$ cat src/rtl/fsb_pkg.sv
package fsb_pkg;

    localparam int MAX_FRAME_SAMPLES = 1048576;
    localparam int SAMPLE_BITS       = 16;

    localparam int ADDR_W = $clog2(MAX_FRAME_SAMPLES);
    localparam int LEN_W  = $clog2(MAX_FRAME_SAMPLES + 1);

    localparam int SAMPLE_W    = 16;
    localparam int INDEX_W     = 10;
    localparam int DIFF_W      = 36;
    localparam int FPB_W       = 10;
    localparam int SPF_W       = 21;
    localparam int CFG_DATA_W  = 21;
    localparam int CFG_INDEX_W = 1;

    localparam int NUM_STORES = 3;
    localparam int STORE_W    = 2;

    localparam int RESULT_DEPTH = 3;
    localparam int RES_PTR_W    = $clog2(RESULT_DEPTH);
    localparam int RES_CNT_W    = $clog2(RESULT_DEPTH + 1);

    localparam logic [CFG_INDEX_W-1:0] REG_FRAMES_PER_BLOCK  = 1'b0;
    localparam logic [CFG_INDEX_W-1:0] REG_SAMPLES_PER_FRAME = 1'b1;

    localparam logic [FPB_W-1:0] FPB_RESET = 10'd10;
    localparam logic [SPF_W-1:0] SPF_RESET = 21'd1048576;

    localparam logic [DIFF_W-1:0] DIFF_MAX = {DIFF_W{1'b1}};

    typedef logic [STORE_W-1:0] t_store_id;

    localparam t_store_id STORE_0 = 2'd0;
    localparam t_store_id STORE_1 = 2'd1;
    localparam t_store_id STORE_2 = 2'd2;

    typedef logic [NUM_STORES-1:0][SAMPLE_BITS-1:0] t_rd_data;

    typedef struct packed {
        logic                   valid;
        logic [ADDR_W-1:0]      pos;
        logic                   eof;
        logic [SAMPLE_BITS-1:0] sample;
    } t_item;

    typedef struct packed {
        logic                   we;
        t_store_id              store;
        logic [ADDR_W-1:0]      addr;
        logic [SAMPLE_BITS-1:0] data;
    } t_wr;

    typedef struct packed {
        logic [INDEX_W-1:0] chosen_index;
        logic [DIFF_W-1:0]  chosen_difference;
        logic               is_initial;
    } t_result;

endpackage

$ cat src/rtl/fsb_out_if.sv
interface fsb_out_if;
    logic                         valid;
    logic                         ready;
    logic [fsb_pkg::INDEX_W-1:0]  chosen_index;
    logic [fsb_pkg::DIFF_W-1:0]   chosen_difference;
    logic                         is_initial;

    modport source (output valid, output chosen_index, output chosen_difference,
                    output is_initial, input ready);
    modport sink   (input valid, input chosen_index, input chosen_difference,
                    input is_initial, output ready);
endinterface

$ cat src/rtl/fsb_result_fifo.sv
module fsb_result_fifo (
    input  logic                            i_clk,
    input  logic                            i_rst_n,
    input  logic                            i_push,
    input  fsb_pkg::t_result                i_push_data,
    output logic [fsb_pkg::RES_CNT_W-1:0]   o_count,
    fsb_out_if.source                       o_out
);

    fsb_pkg::t_result                     r_mem [fsb_pkg::RESULT_DEPTH];
    logic [fsb_pkg::RES_PTR_W-1:0]        r_head, n_head;
    logic [fsb_pkg::RES_PTR_W-1:0]        r_tail, n_tail;
    logic [fsb_pkg::RES_CNT_W-1:0]        r_count, n_count;
    logic                                 pop;

    localparam logic [fsb_pkg::RES_PTR_W-1:0] LAST_PTR =
        fsb_pkg::RES_PTR_W'(fsb_pkg::RESULT_DEPTH - 1);

    assign pop = o_out.valid && o_out.ready;

    always_comb begin
        n_head  = r_head;
        n_tail  = r_tail;
        n_count = r_count;
        if (pop) begin
            n_head = (r_head == LAST_PTR) ? '0 : r_head + 1'b1;
        end
        if (i_push) begin
            n_tail = (r_tail == LAST_PTR) ? '0 : r_tail + 1'b1;
        end
        if (i_push && !pop) begin
            n_count = r_count + 1'b1;
        end else if (!i_push && pop) begin
            n_count = r_count - 1'b1;
        end
    end

    always_ff @(posedge i_clk) begin
        if (!i_rst_n) begin
            r_head  <= '0;
            r_tail  <= '0;
            r_count <= '0;
        end else begin
            r_head  <= n_head;
            r_tail  <= n_tail;
            r_count <= n_count;
        end
    end

    always_ff @(posedge i_clk) begin
        if (i_push) begin
            r_mem[r_tail] <= i_push_data;
        end
    end

    assign o_count                 = r_count;
    assign o_out.valid             = (r_count != '0);
    assign o_out.chosen_index      = r_mem[r_head].chosen_index;
    assign o_out.chosen_difference = r_mem[r_head].chosen_difference;
    assign o_out.is_initial        = r_mem[r_head].is_initial;

endmodule

$ cat src/flat_wrapper.sv
// flat-port wrapper written by rule: the top's interface ports become plain ports
module fsb_result_fifo_flat 
  (i_clk, i_rst_n, i_push, i_push_data, o_count, o_out_valid, o_out_chosen_index, o_out_chosen_difference, o_out_is_initial, o_out_ready);
  fsb_out_if o_out_i ();
  input  logic i_clk;
  input  logic i_rst_n;
  input  logic i_push;
  input  fsb_pkg::t_result i_push_data;
  output logic [fsb_pkg::RES_CNT_W-1:0] o_count;
  output wire logic [$bits(o_out_i.valid)-1:0] o_out_valid;
  output wire logic [$bits(o_out_i.chosen_index)-1:0] o_out_chosen_index;
  output wire logic [$bits(o_out_i.chosen_difference)-1:0] o_out_chosen_difference;
  output wire logic [$bits(o_out_i.is_initial)-1:0] o_out_is_initial;
  input wire logic [$bits(o_out_i.ready)-1:0] o_out_ready;
  assign o_out_valid = o_out_i.valid;
  assign o_out_chosen_index = o_out_i.chosen_index;
  assign o_out_chosen_difference = o_out_i.chosen_difference;
  assign o_out_is_initial = o_out_i.is_initial;
  assign o_out_i.ready = o_out_ready;
  fsb_result_fifo u_core (.i_clk(i_clk), .i_rst_n(i_rst_n), .i_push(i_push), .i_push_data(i_push_data), .o_count(o_count), .o_out(o_out_i));
endmodule
$ cat config.mk
export PLATFORM = sky130hd
export DESIGN_NAME = fsb_result_fifo_flat
export DESIGN_NICKNAME = d
export VERILOG_FILES = /design/src/rtl/fsb_pkg.sv /design/src/rtl/fsb_out_if.sv /design/src/rtl/fsb_result_fifo.sv /design/src/flat_wrapper.sv
export SDC_FILE = /design/constraint.sdc
export NUM_CORES = 1
export LEC_CHECK = 0
export BUFFER_PORTS_ARGS = -buffer_cell sky130_fd_sc_hd__buf_4
export CAP_MARGIN = 20
export CORE_ASPECT_RATIO = 0.6
export CORE_MARGIN = 2
export CORE_UTILIZATION = 55
export DETAILED_ROUTE_END_ITERATION = 10
export PLACE_DENSITY_LB_ADDON = 0.08
export SYNTH_ARGS = -nofsm -noshare
export SYNTH_HDL_FRONTEND = slang
export SYNTH_SLANG_ARGS = --single-unit
$ cat constraint.sdc
create_clock -name i_clk -period 5.63 [get_ports i_clk]
set_input_delay 0.2815 -clock i_clk [delete_from_list [all_inputs] [get_ports i_clk]]
set_output_delay 0.2815 -clock i_clk [all_outputs]
set_load 0.005 [all_outputs]
**After elaboration in Yosys (flattened, before gate mapping)**

Memory sizes are Yosys's and may differ from the RTL's. A register that Yosys moved wholly into a read port is not among the register bits.
Index checks and enable logic that the tools add are counted.

- Logic and storage cells: 25
- Memories kept: 1
- Register bits after elaboration: 6
- Output and inout port bits: 50
- RAM bits: 141
- Bits of input ports: 51

Memory list:

| memory | words | bits a word | rd ports | clocked after memory_dff | write ports | RTL line | text |
|---|---|---|---|---|---|---|---|
| u_core.r_mem | 3 | 47 | 1 | 1 | 1 | fsb_result_fifo.sv:10 | `fsb_pkg::t_result r_mem [fsb_pkg::RESULT_DEPTH];` |

- Muxes and demuxes: 8
- Eq/ne operators: 2
- Add/subtract/negate cells: 4
- Reductions and logical operators: 7

Operators with widths:

| cell | count |
|---|---|
| two-way mux 2 bit | 6 |
| adder 2 x 1 -> 2 bit, second input constant | 3 |
| equality test 2 bit, second input constant | 2 |
| nonzero test 2 bit | 2 |
| logical AND 1 bit | 3 |
| zero test 1 bit | 2 |
| two-way mux 1 bit | 2 |
| subtractor 2 x 1 -> 2 bit, second input constant | 1 |

**Logic depth before layout (Yosys ltp)**

Gate-level depths: netlist of run 1.

- Depth in word-level cells: 5
- Mapped depth: 5
- Mapped depth without buffers: 5

**Least setup slack after synthesis of run 1**

No wires, ideal clock.

- Path kind: register to register
- Start: register u_core.r_tail[0] (netlist name)
- End: memory u_core.r_mem[0][0] (netlist name), enable pin
- Slack: 1.279 ns
- Library setup time: 0.522 ns
- Cell stages (with the launch flop): 2
- Path buffers: 0
- Data required time: 5.108 ns
- Period minus slack after synthesis: 4.351 ns
- Data arrival time: 3.829 ns
- Cells stage by stage: dfxtp_1 nor3b_1

RTL lines:

| item | RTL line | text |
|---|---|---|
| start: declaration | fsb_result_fifo.sv:12 | `logic [fsb_pkg::RES_PTR_W-1:0] r_tail, n_tail;` |
| start signal: assignment | fsb_result_fifo.sv:45 | `r_tail <= n_tail;` |
| end: declaration | fsb_result_fifo.sv:10 |  |

No word-level cell before the write port.

==> flow_summary.ini, run 1 <==
[status]
result_of_the_run = finished, final reports clean

[route]
post_drt_via_cell_ratio = 5.06
detail_route.first_pass.iterations = 4
drtIter0Drc = 154
routed-via-count = 2943
antenna_left = 0
drc = 0
wire_per_inst_um = 16.4
finalWirelength_mm = 9.54

[synth]
synth.yosys.seq_area_share_pct = 79.5
yosys_warnings = 0
synth.net_count = 380
yosysMostFrequentCell = sky130_fd_sc_hd__edfxtp_1
post_syn_area_per_cell_sq_um = 16.8
postSynthCellCount = 328
synth_cell_type_count = 24
synth-edff-count = 141
synth.ff_latch_count = 149
postSynth.topFlopCell = sky130_fd_sc_hd__edfxtp_1
yosys.area.top_type = sky130_fd_sc_hd__edfxtp_1
synth_top_cells_by_area = sky130_fd_sc_hd__edfxtp_1, sky130_fd_sc_hd__mux2i_1, sky130_fd_sc_hd__nand2_1
syn_area_sq_um = 5520
synth-async-reset-ratio_pct = 0
synth_top_cells_by_count = sky130_fd_sc_hd__edfxtp_1, sky130_fd_sc_hd__nand2_1, sky130_fd_sc_hd__mux2i_1
synth.top_cell.area_share_pct = 76.6

[min_path]
hold_path.startpoint = i_push_data[3]
holdPathStages = 1
worst_hold_path_type = input pin to flip-flop

[clock_network]
clk_root_buffer_cell = sky130_fd_sc_hd__clkbuf_16
cts_tree = yes
post_cts_buffers = 0
tritoncts_num_sinks = 149
worstSkewPairLatency_ns = 0.40
cts.clk_slew.worst_paths_ns = 0.06
post_cts_hold_buffer_count = 0
post_cts_repair_resize_count = 0
htree_levels = 4
clock_path_buffers = 2
cts_buffers = 17

[timing]
fin_setup_tns_ns = 0
min_period_over_period_pct = 39.9
worst_slew_pin_slew_ns = 0.901
timing.fmax_mhz = 445
rsz0062_at_grt = no
max_slew_margin_pct = 39.9
hold-worst-slack_ns = 0.0663
setup_viol = 0
clock_skew_ns = 0.00853
final_hold_viol_count = 0
timing_max_transition_violations_final = 0
finalWorstPathRequiredPeriod_ns = 2.25

[setup_path]
path_buf_inv = 1
worst_r2r_path_depth = 3
timing.setup.critical_path_class = flip-flop to output pin
kind_of_capture_point_of_the_worst_setup_path = output pin
worstPathCellList = mux2i_1 -> o21ai_0 -> buf_4
crit_path_top_delay_cell = sky130_fd_sc_hd__dfxtp_4
startpoint_type = flip-flop
critical_path.top_delay_family = flip-flops
max_stage_delay_ns = 0.91
cp.depth = 3
timing.critical_path.required_ns = 5.35
cp_max_fo = 47
crit-reg2reg-launch = u_core.r_tail[1]
arrival_ns = 1.97

[global_route]
vias_in_the_first_global_route = 2865
grt_max_degree = 95
overflow = 0
global_route_wire_length_before_repair_mm = 14.3
gr-usage-all-layers_pct = 17.9
antenna_violations_before_repair = 0

[power_and_ir_drop]
power_switching_share_pct = 22.2
power_density_nw_per_um2 = 426
p_sw_w = 0.000662
worst_vdd_ir_mv = 0.245
clock_power_share_pct = 39.2
leakagePower_nw = 2.44
p_comb_share_pct = 14.7
internal_power_w = 0.00232
share_seq_of_total_power_pct = 46.2

[placed_design]
post-dp-hpwl_mm = 5.43
post-place-cells = 551
buffer_ports.inserted = 100
final_wtd_congestion = 0.702

[die]
initial_core_util_pct = 56.3
die-area_sq_um = 10900
die_width_um = 133
floorplan.io_pins = 101
floorplan.core_area_sq_um = 9810
dieHeight_um = 81.6
std_cell_rows = 28

[cells_and_area]
finalNetCount = 487
syn2layout_area_growth_pct = 27.0
post_route_cells_drive_above_1_share_pct = 30.2
number_of_cells_in_the_finished_layout_apart_from_fillers = 582
number_of_antenna_cells_inserted = 0

[run]
timing.max_cap.violations = 0
-- final timing paths --
kind / to / slack [ns]
worst max-delay path: o_out_chosen_index[9] / 3.38
worst min-delay path: u_core.r_mem[0][3] / 0.07
worst max register to register: u_core.r_mem[2][19] / 3.83
worst min register to register: flip-flop / 0.48
-- cells by family (layout without fill, tap and decap cells) --
family	after synthesis	count (layout)	synth area share (%)
buffers and inverters	15	134	1.61
muxes	47	47	8.52
DFF	149	149	79.5
AOI/OAI and AO/OA	54	54	5.19
and+or+nand+nor	60	60	4.60
adders and majority gates	1	1	0.226
xor gates and xnor gates	2	2	0.317
-- through the flow --
step | power, W | setup slack, ns | instance area, sq um | utilization [%]
final | 0.00299 | 3.38 | 7020 | 71.5
after global routing | 0.00311 | 3.27 | 7020 | 71.5
after CTS | 0.00301 | 3.37 | 7020 | 71.5
after detailed placement | 0.00184 | 3.78 | 6400 | 65.2
after global placement | 0.00184 | 3.80 | 6400 | 65.2
after floorplan | 0.00160 | 1.28 | 5520 | -
-- power groups by stage --
stage	Clock, W	Combinational, W	Sequential (W)
after floorplan	0	0.000280	0.00132
after global placement	0	0.000436	0.00140
after detailed placement	0	0.000441	0.00140
after CTS	0.00119	0.000443	0.00138
after global routing	0.00124	0.000476	0.00139
final	0.00117	0.000438	0.00138
-- registers in the layout, summed over array words and instances (netlist names), named ones only --
register,cells
u_core.o_count,2
u_core.r_head,2
u_core.r_tail,2
u_core.r_mem,141
-- per-layer routing --
layer / wire length, um / track usage, % / vias up
met1: 4440 / 22.7 / 1391
met5: 0 / 0 / -
met3: 533 / 5.68 / 12
met2: 4480 / 29.3 / 88
met4: 90 / 7.66 / 0
li1: - / - / 1452
-- cell usage in the layout (no fill, tap or decap), drive strengths merged, types with 3 or more instances in the layout --
| master | instances |
|---|---|
| edfxtp | 141 |
| buf | 103 |
| nand2 | 50 |
| o21ai | 49 |
| mux2i | 47 |
| clkbuf | 18 |
| dfxtp | 8 |
| clkinv | 8 |
| bufinv | 5 |
| a21boi | 3 |
-- cell type report --
type                            count  area (sq um)
Tap cell                          135           169
Fill cell                         665          2790
Clock inverter                     13           188
Clock buffer                       18           429
Sequential cell                   149          4400
Multi-Input combinational cell    164          1050
Timing Repair Buffer              103           773
Note: power is estimated with default switching activity, not from simulation.
==> inputs of run 2 (changes only) <==
- clock period: 5.63 -> 2.2 ns (I/O delays scaled with it)
==> flow_summary.ini, run 2 (synthesis gave the netlist of run 1 again) <==
[status]
result_of_the_run = finished, final reports clean

[cells_and_area]
finalNetCount = 543
final_util_pct = 77.2
layout.cells.most_common_list = sky130_fd_sc_hd__edfxtp_1, sky130_fd_sc_hd__buf_4, sky130_fd_sc_hd__nand2_1
post_route_cells_drive_above_1_share_pct = 29.8
layout_commonest_cell = sky130_fd_sc_hd__edfxtp_1
syn2layout_area_growth_pct = 37.1
regMostFlops = u_core.r_mem
number_of_antenna_cells_inserted = 0
n_fill_cell = 598
design_area_sq_um = 7570
largest_register_ff_count = 141

[placed_design]
post-dp-hpwl_mm = 6.01
final_wtd_congestion = 0.694
buffer_ports.inserted = 100
post_dp_cell_area_sq_um = 6480
dp_worst_setup_slack_ns = 0.685

[global_route]
vias_in_the_first_global_route = 3211
antenna_violations_before_repair = 0
gr-usage-all-layers_pct = 20.0
grt_max_degree = 55
global_route_wire_length_before_repair_mm = 15.9
overflow = 0

[die]
initial_core_util_pct = 56.3
die_width_um = 133
std_cell_rows = 28
die-area_sq_um = 10900
dieHeight_um = 81.6
floorplan.core_area_sq_um = 9810
floorplan.io_pins = 101

[timing]
fin_setup_tns_ns = 0
timing_max_transition_violations_final = 0
min_period_over_period_pct = 87.9
clock_skew_ns = 0.00750
final_hold_viol_count = 0
setup_viol = 0
worst_slew_pin_slew_ns = 0.500
layout_setup_ws_ns = 0.266
rsz0062_at_grt = no
finalWorstPathRequiredPeriod_ns = 1.93
timing.fmax_mhz = 517
max_slew_margin_pct = 66.7

[route]
wl_met1_mm = 4.41
drc = 0
met2RoutedLength_mm = 4.91
antenna_left = 0
wl_met3_um = 576
wire_per_inst_um = 15.6
post_drt_via_cell_ratio = 4.90
detail_route.first_pass.iterations = 4
routed.top_layer = met4
drtIter0Drc = 225
finalWirelength_mm = 10.0
routed-via-count = 3131

[clock_network]
worstSkewPairLatency_ns = 0.40
tritoncts_num_sinks = 149
cts_tree = yes
post_cts_buffers = 0
clk_root_buffer_cell = sky130_fd_sc_hd__clkbuf_16
cts.clk_slew.worst_paths_ns = 0.06
cts_buffers = 17
htree_levels = 4
clock_path_buffers = 2

[setup_path]
kind_of_capture_point_of_the_worst_setup_path = output pin
path_buf_inv = 2
max_stage_delay_ns = 0.59
arrival_ns = 1.82
timing.critical_path.required_ns = 2.09
worstPathCellList = buf_12 -> mux2i_1 -> o21ai_0 -> buf_4
cp_max_fo = 20
critical_path.top_delay_family = flip-flops
crit_path_top_delay_cell = sky130_fd_sc_hd__dfxtp_2
startpoint_type = flip-flop
timing.setup.critical_path_class = flip-flop to output pin

[power_and_ir_drop]
share_seq_of_total_power_pct = 43.9
p_comb_share_pct = 18.4
internal_power_w = 0.00585
worst_vdd_ir_mv = 0.600
power_switching_share_pct = 23.8
clock_power_share_pct = 37.7
power_density_nw_per_um2 = 1010
fin_total_pwr_w = 0.00767
p_sw_w = 0.00182
leakagePower_nw = 2.68

[run]
timing.max_cap.violations = 0

[min_path]
worst_hold_path_type = input pin to flip-flop
-- run 2: cell types whose count changed in the layout (fill, tap and decap cells not counted), sizes merged --
cell and change:
dlygate4sd3 +48, buf +8, clkinvlp +3, bufinv -2
inv +2, clkbuf -1, clkinv -1
-- run 2: final timing paths --
| path | endpoint | cells past startpoint | slack (ns) | from |
|---|---|---|---|---|
| setup / recovery | o_out_chosen_difference[33] | 4 | 0.27 | flip-flop |
| hold / removal | flip-flop | 4 | 0.06 | o_out_ready |
| setup reg to reg | u_core.r_mem[1][34] | 2 | 0.74 | u_core.r_tail[0] |
| hold reg to reg | flip-flop | 2 | 0.49 | u_core.r_head[1] |
-- run 2: power groups by stage --
stage	logic [W]	registers, W	clock network (W)
6_report	0.00141	0.00337	0.00289
5_1_grt	0.00156	0.00339	0.00305
4_1_cts	0.00143	0.00337	0.00294
3_5_place_dp	0.00136	0.00343	0
3_3_place_gp	0.00133	0.00342	0
2_1_floorplan	0.000717	0.00338	0
-- run 2: through the flow --
stage	cells	hold WS, ns
floorplan	328	0.209
finish	639	0.0572
global placement	559	0.304
global route	639	0.0575
detailed placement	559	0.305
CTS	639	0.0412
-- run 2: tightest hold or removal path, stage by stage --
cell and delay [ns]:
sky130_fd_sc_hd__buf_4 0.08, sky130_fd_sc_hd__o21ai_2 0.08, sky130_fd_sc_hd__nand2_1 0.08, sky130_fd_sc_hd__a21boi_1 0.07
-- run 2: final cells by class --
| type | instances | area [sq um] | area share, % |
|---|---|---|---|
| timing repair buffer | 159 | 1340 | 17.7 |
| tap | 135 | 169 | 2.23 |
| multi-input combinational | 164 | 1060 | 14.0 |
| clock inverter | 15 | 180 | 2.38 |
| sequential | 149 | 4400 | 58.1 |
| clock buffer | 17 | 425 | 5.62 |
-- run 2: metal layers --
layer	up-vias	global-route usage, %
li1	1568	-
met1	1476	24.4
met2	78	33.9
met3	9	6.60
met4	0	7.98
met5	-	0
-- run 2: repair_timing --
item / CTS / global route
endpoints found under the hold margin: 145 / 0
hold buffers: 48 / 0
gates resized for setup: 0 / 0
